$ cat config.mk
export PLATFORM = sky130hd
export DESIGN_NAME = eased_gain_fader_core
export DESIGN_NICKNAME = d
export VERILOG_FILES = /design/src/rtl/egf_pkg.sv /design/src/rtl/eased_gain_fader_core.sv /design/src/rtl/egf_cfg_regs.sv /design/src/rtl/egf_mul.sv /design/src/rtl/egf_div.sv
export SDC_FILE = /design/constraint.sdc
export NUM_CORES = 2
export LEC_CHECK = 0
export ABC_CLOCK_PERIOD_IN_PS = 10860
export BUFFER_PORTS_ARGS = -buffer_cell sky130_fd_sc_hd__buf_2
export CAP_MARGIN = 20
export CORE_MARGIN = 8
export CORE_UTILIZATION = 50
export CTS_BUF_LIST = sky130_fd_sc_hd__clkbuf_8
export DETAILED_ROUTE_END_ITERATION = 12
export HOLD_SLACK_MARGIN = 0.02
export PLACE_DENSITY = 0.7
export SKIP_LAST_GASP = 1
export SLEW_MARGIN = 5
export SYNTH_ARGS = -nofsm -noshare
export SYNTH_HDL_FRONTEND = slang
export SYNTH_HIERARCHICAL = 1
export SYNTH_SLANG_ARGS = --single-unit
$ cat constraint.sdc
create_clock -name clk_i -period 10.86 [get_ports clk_i]
set_input_delay 2.172 -clock clk_i [delete_from_list [all_inputs] [get_ports clk_i]]
set_output_delay 2.172 -clock clk_i [all_outputs]
set_load 0.1 [all_outputs]
$ cat src/rtl/egf_pkg.sv
`timescale 1ns / 1ps
// Shared types, widths and constants for the eased gain fader.
// No dependencies; every other file of the block uses it.
package egf_pkg;

  localparam int SAMPLE_BITS    = 24;
  localparam int GAIN_FRAC_BITS = 23;
  localparam int GW             = GAIN_FRAC_BITS + 1;
  localparam int SR_W           = 18;
  localparam int FADE_W         = 26;
  localparam int TIME_W         = 40;
  localparam int IDX_W          = 16;
  localparam int FORCE_W        = 2;
  localparam int US_PER_S       = 1000000;

  localparam int MUL_W0 = (SAMPLE_BITS > FADE_W) ? SAMPLE_BITS : FADE_W;
  localparam int MUL_W  = (GW > MUL_W0) ? GW : MUL_W0;
  localparam int DIV_W0 = GAIN_FRAC_BITS + 21;
  localparam int DIV_W  = (DIV_W0 > 44) ? DIV_W0 : 44;
  localparam int TW     = DIV_W + 2;

  localparam logic [GW-1:0]    UNITY    = GW'(1) << GAIN_FRAC_BITS;
  localparam logic [DIV_W-1:0] STEP_NUM = DIV_W'(US_PER_S) << GAIN_FRAC_BITS;

  localparam logic [FORCE_W-1:0] FORCE_AUTO = 2'd0;
  localparam logic [FORCE_W-1:0] FORCE_RISE = 2'd1;
  localparam logic [FORCE_W-1:0] FORCE_FALL = 2'd2;

  localparam logic [1:0] REG_SAMPLE_RATE = 2'd0;
  localparam logic [1:0] REG_FADE_IN     = 2'd1;
  localparam logic [1:0] REG_FADE_OUT    = 2'd2;

  typedef struct packed {
    logic signed [SAMPLE_BITS-1:0] sample_in;
    logic                          first_of_frame;
    logic [TIME_W-1:0]             block_time_us;
    logic [IDX_W-1:0]              frame_index;
    logic [TIME_W-1:0]             track_duration_us;
    logic [FORCE_W-1:0]            force_mode;
  } in_t;

  typedef struct packed {
    logic signed [SAMPLE_BITS-1:0] sample_out;
    logic [GW-1:0]                 gain_now;
    logic                          fade_out_done;
  } out_t;

  typedef struct packed {
    logic [SR_W-1:0]   frame_rate;
    logic [FADE_W-1:0] fade_in_us;
    logic [FADE_W-1:0] tail_fade_us;
  } cfg_t;

  typedef struct packed {
    logic busy;
    logic done;
  } unit_st_t;

endpackage

$ cat src/rtl/eased_gain_fader_core.sv
`timescale 1ns / 1ps
// Eased gain fader top level: sequencer around a serial multiplier and divider.
// At sample rate zero the sample passes through; a sample that is not first of a frame takes
// one multiplication, a first sample up to two divisions and four multiplications on the
// shared one-bit-per-cycle units; a held result stalls the sequencer until it is taken.
// One request at a time, taken in idle. Reset: async, active low, clears the control state.
module eased_gain_fader_core (
  input  logic             clk_i,
  input  logic             rst_ni,
  input  logic             in_valid_i,
  output logic             in_ready_o,
  input  egf_pkg::in_t     in_data_i,
  output logic             out_valid_o,
  input  logic             out_ready_i,
  output egf_pkg::out_t    out_data_o,
  input  logic             psel,
  input  logic             penable,
  input  logic             pwrite,
  input  logic [3:0]       paddr,
  input  logic [31:0]      pwdata,
  output logic [31:0]      prdata,
  output logic             pready
);

  localparam int SB  = egf_pkg::SAMPLE_BITS;
  localparam int GW  = egf_pkg::GW;
  localparam int GF  = egf_pkg::GAIN_FRAC_BITS;
  localparam int MW  = egf_pkg::MUL_W;
  localparam int DW  = egf_pkg::DIV_W;
  localparam int TW  = egf_pkg::TW;

  typedef enum logic [10:0] {
    ST_IDLE     = 11'b00000000001,
    ST_DECIDE   = 11'b00000000010,
    ST_FRM_DIV  = 11'b00000000100,
    ST_STEP     = 11'b00000001000,
    ST_STEP_MUL = 11'b00000010000,
    ST_STEP_DIV = 11'b00000100000,
    ST_SLEW     = 11'b00001000000,
    ST_SQ_MUL   = 11'b00010000000,
    ST_EASE_MUL = 11'b00100000000,
    ST_SMP_MUL  = 11'b01000000000,
    ST_HOLD     = 11'b10000000000
  } state_e;

  state_e state_q, state_d;

  egf_pkg::cfg_t     cfg;
  egf_pkg::in_t      in_q;
  egf_pkg::unit_st_t mul_st, div_st;

  logic [DW-1:0]   num_q;
  logic [GW-1:0]   gain_q, gain_d, start_q, start_d, prog_q, prog_d, step_q, step_d;
  logic            tgt_q, tgt_d, seg_tgt_q, seg_tgt_d, live_q, live_d;
  logic            loaded_q, loaded_d, done_q, done_d;
  logic [1:0]      last_force_q, last_force_d;
  logic [egf_pkg::FADE_W-1:0] fade_q, fade_d;
  logic [SB-1:0]   res_q, res_d, mag;
  logic            neg;
  logic            out_valid_q, out_valid_d;
  egf_pkg::out_t   out_q, out_d;

  logic            mul_start, div_start;
  logic [MW-1:0]   mul_a, mul_b;
  logic [2*MW-1:0] prod;
  logic [DW-1:0]   div_num, div_den, quo;

  logic [GW:0]     prog_sum;
  logic [GW-1:0]   prog_base, mprod_hi, gain_new, diff;
  logic signed [TW-1:0] remaining;

  egf_cfg_regs u_cfg (
    .clk_i     (clk_i),
    .rst_ni    (rst_ni),
    .psel_i    (psel),
    .penable_i (penable),
    .pwrite_i  (pwrite),
    .paddr_i   (paddr),
    .pwdata_i  (pwdata),
    .prdata_o  (prdata),
    .pready_o  (pready),
    .cfg_o     (cfg)
  );

  egf_mul u_mul (
    .clk_i   (clk_i),
    .rst_ni  (rst_ni),
    .start_i (mul_start),
    .a_i     (mul_a),
    .b_i     (mul_b),
    .st_o    (mul_st),
    .prod_o  (prod)
  );

  egf_div u_div (
    .clk_i   (clk_i),
    .rst_ni  (rst_ni),
    .start_i (div_start),
    .num_i   (div_num),
    .den_i   (div_den),
    .st_o    (div_st),
    .quo_o   (quo)
  );

  assign in_ready_o  = (state_q == ST_IDLE);
  assign out_valid_o = out_valid_q;
  assign out_data_o  = out_q;

  assign neg      = in_q.sample_in[SB-1];
  assign mag      = neg ? (SB'(0) - in_q.sample_in) : in_q.sample_in;
  assign mprod_hi = GW'(prod >> GF);
  assign gain_new = tgt_q ? (start_q + mprod_hi) : (start_q - mprod_hi);
  assign diff     = tgt_q ? (egf_pkg::UNITY - start_q) : start_q;
  assign remaining = TW'(in_q.track_duration_us) - TW'(in_q.block_time_us) - TW'(quo);
  assign prog_base = (!live_q || (tgt_q != seg_tgt_q)) ? '0 : prog_q;
  assign prog_sum  = {1'b0, prog_base} + {1'b0, step_q};

  always_comb begin
    state_d      = state_q;
    gain_d       = gain_q;
    start_d      = start_q;
    prog_d       = prog_q;
    step_d       = step_q;
    tgt_d        = tgt_q;
    seg_tgt_d    = seg_tgt_q;
    live_d       = live_q;
    loaded_d     = loaded_q;
    done_d       = done_q;
    last_force_d = last_force_q;
    fade_d       = fade_q;
    res_d        = res_q;
    out_valid_d  = out_valid_q & ~out_ready_i;
    out_d        = out_q;
    mul_start    = 1'b0;
    mul_a        = '0;
    mul_b        = '0;
    div_start    = 1'b0;
    div_num      = num_q;
    div_den      = DW'(cfg.frame_rate);

    unique case (state_q)
      ST_IDLE: begin
        if (in_valid_i) begin
          if (!loaded_q) begin
            gain_d   = (cfg.fade_in_us != '0) ? '0 : egf_pkg::UNITY;
            loaded_d = 1'b1;
          end
          if (in_data_i.force_mode != last_force_q) begin
            done_d       = 1'b0;
            last_force_d = in_data_i.force_mode;
          end
          if (cfg.frame_rate == '0) begin
            res_d   = in_data_i.sample_in;
            state_d = ST_HOLD;
          end else begin
            state_d = ST_DECIDE;
          end
        end
      end
      ST_DECIDE: begin
        if (!in_q.first_of_frame) begin
          mul_start = 1'b1;
          mul_a     = MW'(mag);
          mul_b     = MW'(gain_q);
          state_d   = ST_SMP_MUL;
        end else if (in_q.force_mode == egf_pkg::FORCE_RISE) begin
          tgt_d   = 1'b1;
          fade_d  = cfg.fade_in_us;
          state_d = ST_STEP;
        end else if (in_q.force_mode == egf_pkg::FORCE_FALL) begin
          tgt_d   = 1'b0;
          fade_d  = cfg.tail_fade_us;
          state_d = ST_STEP;
        end else if (cfg.tail_fade_us != '0 && in_q.track_duration_us != '0) begin
          div_start = 1'b1;
          state_d   = ST_FRM_DIV;
        end else begin
          tgt_d   = 1'b1;
          fade_d  = cfg.fade_in_us;
          state_d = ST_STEP;
        end
      end
      ST_FRM_DIV: begin
        if (div_st.done) begin
          if (remaining < $signed(TW'(cfg.tail_fade_us))) begin
            tgt_d  = 1'b0;
            fade_d = cfg.tail_fade_us;
          end else begin
            tgt_d  = 1'b1;
            fade_d = cfg.fade_in_us;
          end
          state_d = ST_STEP;
        end
      end
      ST_STEP: begin
        if (fade_q == '0) begin
          step_d  = egf_pkg::UNITY;
          state_d = ST_SLEW;
        end else begin
          mul_start = 1'b1;
          mul_a     = MW'(fade_q);
          mul_b     = MW'(cfg.frame_rate);
          state_d   = ST_STEP_MUL;
        end
      end
      ST_STEP_MUL: begin
        if (mul_st.done) begin
          div_start = 1'b1;
          div_num   = egf_pkg::STEP_NUM;
          div_den   = DW'(prod);
          state_d   = ST_STEP_DIV;
        end
      end
      ST_STEP_DIV: begin
        if (div_st.done) begin
          if (quo == '0) begin
            step_d = GW'(1);
          end else if (quo > DW'(egf_pkg::UNITY)) begin
            step_d = egf_pkg::UNITY;
          end else begin
            step_d = GW'(quo);
          end
          state_d = ST_SLEW;
        end
      end
      ST_SLEW: begin
        if (!live_q || (tgt_q != seg_tgt_q)) begin
          start_d   = gain_q;
          seg_tgt_d = tgt_q;
          live_d    = 1'b1;
        end
        prog_d    = (prog_sum > {1'b0, egf_pkg::UNITY}) ? egf_pkg::UNITY : GW'(prog_sum);
        mul_start = 1'b1;
        mul_a     = MW'(prog_d);
        mul_b     = MW'(prog_d);
        state_d   = ST_SQ_MUL;
      end
      ST_SQ_MUL: begin
        if (mul_st.done) begin
          mul_start = 1'b1;
          mul_a     = MW'(diff);
          mul_b     = MW'(mprod_hi);
          state_d   = ST_EASE_MUL;
        end
      end
      ST_EASE_MUL: begin
        if (mul_st.done) begin
          gain_d = gain_new;
          if (in_q.force_mode == egf_pkg::FORCE_FALL && gain_new == '0) begin
            done_d = 1'b1;
          end
          mul_start = 1'b1;
          mul_a     = MW'(mag);
          mul_b     = MW'(gain_new);
          state_d   = ST_SMP_MUL;
        end
      end
      ST_SMP_MUL: begin
        if (mul_st.done) begin
          res_d   = neg ? (SB'(0) - SB'(prod >> GF)) : SB'(prod >> GF);
          state_d = ST_HOLD;
        end
      end
      ST_HOLD: begin
        if (!out_valid_q || out_ready_i) begin
          out_valid_d         = 1'b1;
          out_d.sample_out    = res_q;
          out_d.gain_now      = gain_q;
          out_d.fade_out_done = done_q;
          state_d             = ST_IDLE;
        end
      end
      default: state_d = ST_IDLE;
    endcase
  end

  always_ff @(posedge clk_i or negedge rst_ni) begin
    if (!rst_ni) begin
      state_q      <= ST_IDLE;
      gain_q       <= '0;
      start_q      <= '0;
      prog_q       <= '0;
      seg_tgt_q    <= 1'b0;
      live_q       <= 1'b0;
      loaded_q     <= 1'b0;
      done_q       <= 1'b0;
      last_force_q <= egf_pkg::FORCE_AUTO;
      out_valid_q  <= 1'b0;
    end else begin
      state_q      <= state_d;
      gain_q       <= gain_d;
      start_q      <= start_d;
      prog_q       <= prog_d;
      seg_tgt_q    <= seg_tgt_d;
      live_q       <= live_d;
      loaded_q     <= loaded_d;
      done_q       <= done_d;
      last_force_q <= last_force_d;
      out_valid_q  <= out_valid_d;
    end
  end

  always_ff @(posedge clk_i) begin
    if (in_valid_i && in_ready_o) begin
      in_q  <= in_data_i;
      num_q <= DW'(in_data_i.frame_index) * DW'(egf_pkg::US_PER_S);
    end
    step_q  <= step_d;
    tgt_q   <= tgt_d;
    fade_q  <= fade_d;
    res_q   <= res_d;
    out_q   <= out_d;
  end

endmodule

$ cat src/rtl/egf_cfg_regs.sv
`timescale 1ns / 1ps
// APB-style configuration registers of the eased gain fader.
// Depends on egf_pkg.
module egf_cfg_regs (
  input  logic              clk_i,
  input  logic              rst_ni,
  input  logic              psel_i,
  input  logic              penable_i,
  input  logic              pwrite_i,
  input  logic [3:0]        paddr_i,
  input  logic [31:0]       pwdata_i,
  output logic [31:0]       prdata_o,
  output logic              pready_o,
  output egf_pkg::cfg_t     cfg_o
);

  egf_pkg::cfg_t cfg_q, cfg_d;
  logic          wr_en;

  assign pready_o = 1'b1;
  assign wr_en    = psel_i & penable_i & pwrite_i;

  always_comb begin
    cfg_d = cfg_q;
    if (wr_en) begin
      unique case (paddr_i[3:2])
        egf_pkg::REG_SAMPLE_RATE: cfg_d.frame_rate   = pwdata_i[egf_pkg::SR_W-1:0];
        egf_pkg::REG_FADE_IN:     cfg_d.fade_in_us   = pwdata_i[egf_pkg::FADE_W-1:0];
        egf_pkg::REG_FADE_OUT:    cfg_d.tail_fade_us = pwdata_i[egf_pkg::FADE_W-1:0];
        default: ;
      endcase
    end
  end

  always_comb begin
    unique case (paddr_i[3:2])
      egf_pkg::REG_SAMPLE_RATE: prdata_o = 32'(cfg_q.frame_rate);
      egf_pkg::REG_FADE_IN:     prdata_o = 32'(cfg_q.fade_in_us);
      egf_pkg::REG_FADE_OUT:    prdata_o = 32'(cfg_q.tail_fade_us);
      default:                  prdata_o = 32'd0;
    endcase
  end

  always_ff @(posedge clk_i or negedge rst_ni) begin
    if (!rst_ni) begin
      cfg_q.frame_rate   <= egf_pkg::SR_W'(48000);
      cfg_q.fade_in_us   <= '0;
      cfg_q.tail_fade_us <= '0;
    end else begin
      cfg_q <= cfg_d;
    end
  end

  assign cfg_o = cfg_q;

endmodule

$ cat src/rtl/egf_mul.sv
`timescale 1ns / 1ps
// Bit-serial unsigned shift-add multiplier, one multiplier bit per cycle.
// Depends on egf_pkg.
module egf_mul (
  input  logic                          clk_i,
  input  logic                          rst_ni,
  input  logic                          start_i,
  input  logic [egf_pkg::MUL_W-1:0]     a_i,
  input  logic [egf_pkg::MUL_W-1:0]     b_i,
  output egf_pkg::unit_st_t             st_o,
  output logic [2*egf_pkg::MUL_W-1:0]   prod_o
);

  localparam int W  = egf_pkg::MUL_W;
  localparam int CW = $clog2(W);

  logic [W-1:0]  a_q, hi_q, lo_q;
  logic [CW-1:0] cnt_q;
  logic          busy_q, done_q;
  logic [W:0]    sum;

  assign sum = {1'b0, hi_q} + (lo_q[0] ? {1'b0, a_q} : '0);

  always_ff @(posedge clk_i or negedge rst_ni) begin
    if (!rst_ni) begin
      busy_q <= 1'b0;
      done_q <= 1'b0;
      cnt_q  <= '0;
    end else begin
      done_q <= 1'b0;
      if (start_i) begin
        busy_q <= 1'b1;
        cnt_q  <= CW'(W - 1);
      end else if (busy_q) begin
        cnt_q <= cnt_q - CW'(1);
        if (cnt_q == '0) begin
          busy_q <= 1'b0;
          done_q <= 1'b1;
        end
      end
    end
  end

  always_ff @(posedge clk_i) begin
    if (start_i) begin
      a_q  <= a_i;
      hi_q <= '0;
      lo_q <= b_i;
    end else if (busy_q) begin
      hi_q <= sum[W:1];
      lo_q <= {sum[0], lo_q[W-1:1]};
    end
  end

  assign st_o.busy = busy_q;
  assign st_o.done = done_q;
  assign prod_o    = {hi_q, lo_q};

endmodule

$ cat src/rtl/egf_div.sv
`timescale 1ns / 1ps
// Bit-serial restoring divider, one quotient bit per cycle.
// Depends on egf_pkg.
module egf_div (
  input  logic                        clk_i,
  input  logic                        rst_ni,
  input  logic                        start_i,
  input  logic [egf_pkg::DIV_W-1:0]   num_i,
  input  logic [egf_pkg::DIV_W-1:0]   den_i,
  output egf_pkg::unit_st_t           st_o,
  output logic [egf_pkg::DIV_W-1:0]   quo_o
);

  localparam int W  = egf_pkg::DIV_W;
  localparam int CW = $clog2(W);

  logic [W-1:0]  den_q, quo_q;
  logic [W:0]    rem_q, rem_sh;
  logic [CW-1:0] cnt_q;
  logic          busy_q, done_q, fits;

  assign rem_sh = {rem_q[W-1:0], quo_q[W-1]};
  assign fits   = rem_sh >= {1'b0, den_q};

  always_ff @(posedge clk_i or negedge rst_ni) begin
    if (!rst_ni) begin
      busy_q <= 1'b0;
      done_q <= 1'b0;
      cnt_q  <= '0;
    end else begin
      done_q <= 1'b0;
      if (start_i) begin
        busy_q <= 1'b1;
        cnt_q  <= CW'(W - 1);
      end else if (busy_q) begin
        cnt_q <= cnt_q - CW'(1);
        if (cnt_q == '0) begin
          busy_q <= 1'b0;
          done_q <= 1'b1;
        end
      end
    end
  end

  always_ff @(posedge clk_i) begin
    if (start_i) begin
      den_q <= den_i;
      quo_q <= num_i;
      rem_q <= '0;
    end else if (busy_q) begin
      rem_q <= fits ? (rem_sh - {1'b0, den_q}) : rem_sh;
      quo_q <= {quo_q[W-2:0], fits};
    end
  end

  assign st_o.busy = busy_q;
  assign st_o.done = done_q;
  assign quo_o     = quo_q;

endmodule

==> impl_results.md <==
- Status: completed
- Chip height: 313 um
- Reg2reg end: fade_q[18]$_DFFE_PP_
- Crit path kind: register to register
- Maximum vdd drop: 0.000156 V
- Initial Util: 50.1%
- Slew Limit Fails: 0
- WL per Instance: 22.6 um
- Clock buffer depth: 3
- Post-CTS sizing: 0
- DR iter-0 viols: 3,676
- DR vias/cell: 5.97
- Slew of the pin with the lowest slew margin: 1.06 ns
- Final worst slack: 2.55 ns
- DIE AREA: 97,800 sq um
- CP max stage delay: 0.72 ns
- Min-delay src: res_q[8]$_DFFE_PP_
- H-tree Lvls: 3
- Routed vias: 35,000
- Final Power: 0.0150 W
- Cell Count, Final, Fillers Out: 5,866
- Synth Warn #: 6
- Root Buffer: clkbuf_8
- Clock sink count: 646
- Fill cells: 7,787
- Inst Count DP: 5,640
- FF-to-FF Start: in_q[4]$_DFFE_PP_
- Die width: 313 um
- GRT overflow: 0
- Multi-input gate area: 24,300 sq um
- Clock latency on the worst-skew pair: 0.80 ns
- Post-route ant nets: 0
- Worst Path Arrival: 8.84 ns
- Number of port buffers: 234
- Met2 wire len: 61,400 um
- Slew Limit Headroom: 29.1%
- Worst Skew: 0.0610 ns
- Minimum clock period: 8.31 ns
- Clk pin slew, worst setup/hold paths: 0.06 ns
- DP HPWL: 100,000 um
- Tot GR Track Use: 26.0%
- Vias in the first global route: 33,900
- Syn Inst Count: 4,379
- Metal-1 WL: 53,700 um
- Slowest CP cell: o31ai_1
- Pwr Density: 309 nW/um^2
- First-pass GRT wire length: 200,000 um
- # hold bufs at CTS: 0
- Total core area: 87,800 sq um
- Max cap viols: 0
- Final WL: 132,000 um
- CTS tree: done
- Largest net degree at the start of global routing: 105
- WL met3: 9610 um
- Commonest non-fill, non-tap cell in the layout: nand2_1
- Average size of a mapped cell: 10.1 sq um
- R2R setup slack: 2.55 ns
- Fmax: 120 MHz
- Period utilisation layout: 76.5%
- Num CTS Buffers: 113
- Worst Reg2Reg Path Length in Cells: 28
- Final core utilization: 55.3%
- Highest routed layer: met5
- Pre-antenna DRT Iters: 10
- Site Rows: 109
- Final Hold Fails: 0
- # setup viols final: 0
- Crit path from: in_q[4]$_DFFE_PP_
- Setup_tns: 0 ns
- # nets final: 5,162
- I/O pins: 250
- Crit end category: register
- CP Data Required Time: 11.39 ns
- HP Class: register to register
- CP Max Fanout: 21
- Worst slack, placed: 2.35 ns
- Most frequent cells in the layout: nand2_1, edfxtp_1, ha_1, inv_1, buf_2
- Share of cells above drive strength 1: 15.7%
- Final GP Congestion: 0.972
- P_leak: 21.3 nW
- Post-CTS setup buffers: 0
- DRC: 0
- Area Overhead vs Synth: 10.3%
- Initial antenna violation count: 18
- End point of the critical path: fade_q[18]$_DFFE_PP_
- Post-synthesis cell area: 44,000 sq um
- RSZ-0062 raised after global routing: no
- CP startpoint kind: register
- Register area: 17,800 sq um
-- power breakdown --
group,internal [W],switching (W)
sequential,0.00350,0.000848
combinational,0.00342,0.00500
clock,0.00117,0.00108
-- worst min path at each step --
stage | to | slack (ns) | cells after the start
6_report | out_data_o[33]$_DFFE_PP_ | 0.41 | 0
5_1_grt | out_data_o[31]$_DFFE_PP_ | 0.41 | 0
4_1_cts | out_data_o[33]$_DFFE_PP_ | 0.41 | 0
3_5_place_dp | out_data_o[44]$_DFFE_PP_ | 0.40 | 0
3_3_place_gp | out_data_o[48]$_DFFE_PP_ | 0.40 | 0
2_1_floorplan | out_data_o[25]$_DFFE_PP_ | 0.40 | 0
-- per-layer routing --
metal | vias up | track usage, %
li1 | 16500 | -
met1 | 16800 | 33.1
met2 | 1350 | 42.4
met3 | 367 | 4.66
met4 | 4 | 13.3
met5 | - | 0
-- registers in the layout, summed over array words and instances (netlist names), 26 cells and up --
signal       cells
num_q           30
u_mul/a_q       26
u_cfg/cfg_o     70
out_data_o      49
u_mul/lo_q      26
u_mul/hi_q      26
in_q           107
u_div/rem_q     44
u_div/den_q     44
u_div/quo_o     44
fade_q          26
-- layout make-up --
cell class / instances / area share, %
Timing Repair Buffer: 275 / 3.15
Antenna cell: 13 / 0.0670
Clock inverter: 87 / 1.14
Inverter: 303 / 2.35
Tap cell: 1165 / 3.00
Sequential cell: 646 / 36.7
Clock buffer: 123 / 3.49
Multi-Input combinational cell: 3254 / 50.1
-- per-stage QoR --
stage / hold WS [ns] / cell area [sq um]
after floorplan: 0.400 / 44100
after global placement: 0.403 / 46200
after CTS: 0.411 / 48500
after detailed placement: 0.405 / 46200
after global routing: 0.412 / 48500
final: 0.410 / 48600
-- critical path, delay by kind of cell (launching register included) --
family / cells / cell delay [ns]
and+or+nand+nor: 4 / 1.05
DFF: 1 / 0.41
adders and majority gates: 3 / 1.02
AOI/OAI and AO/OA: 17 / 4.70
buffers and inverters: 1 / 0.25
muxes: 1 / 0.31
xor gates and xnor gates: 2 / 0.30
(Power assumes the default switching activity.)
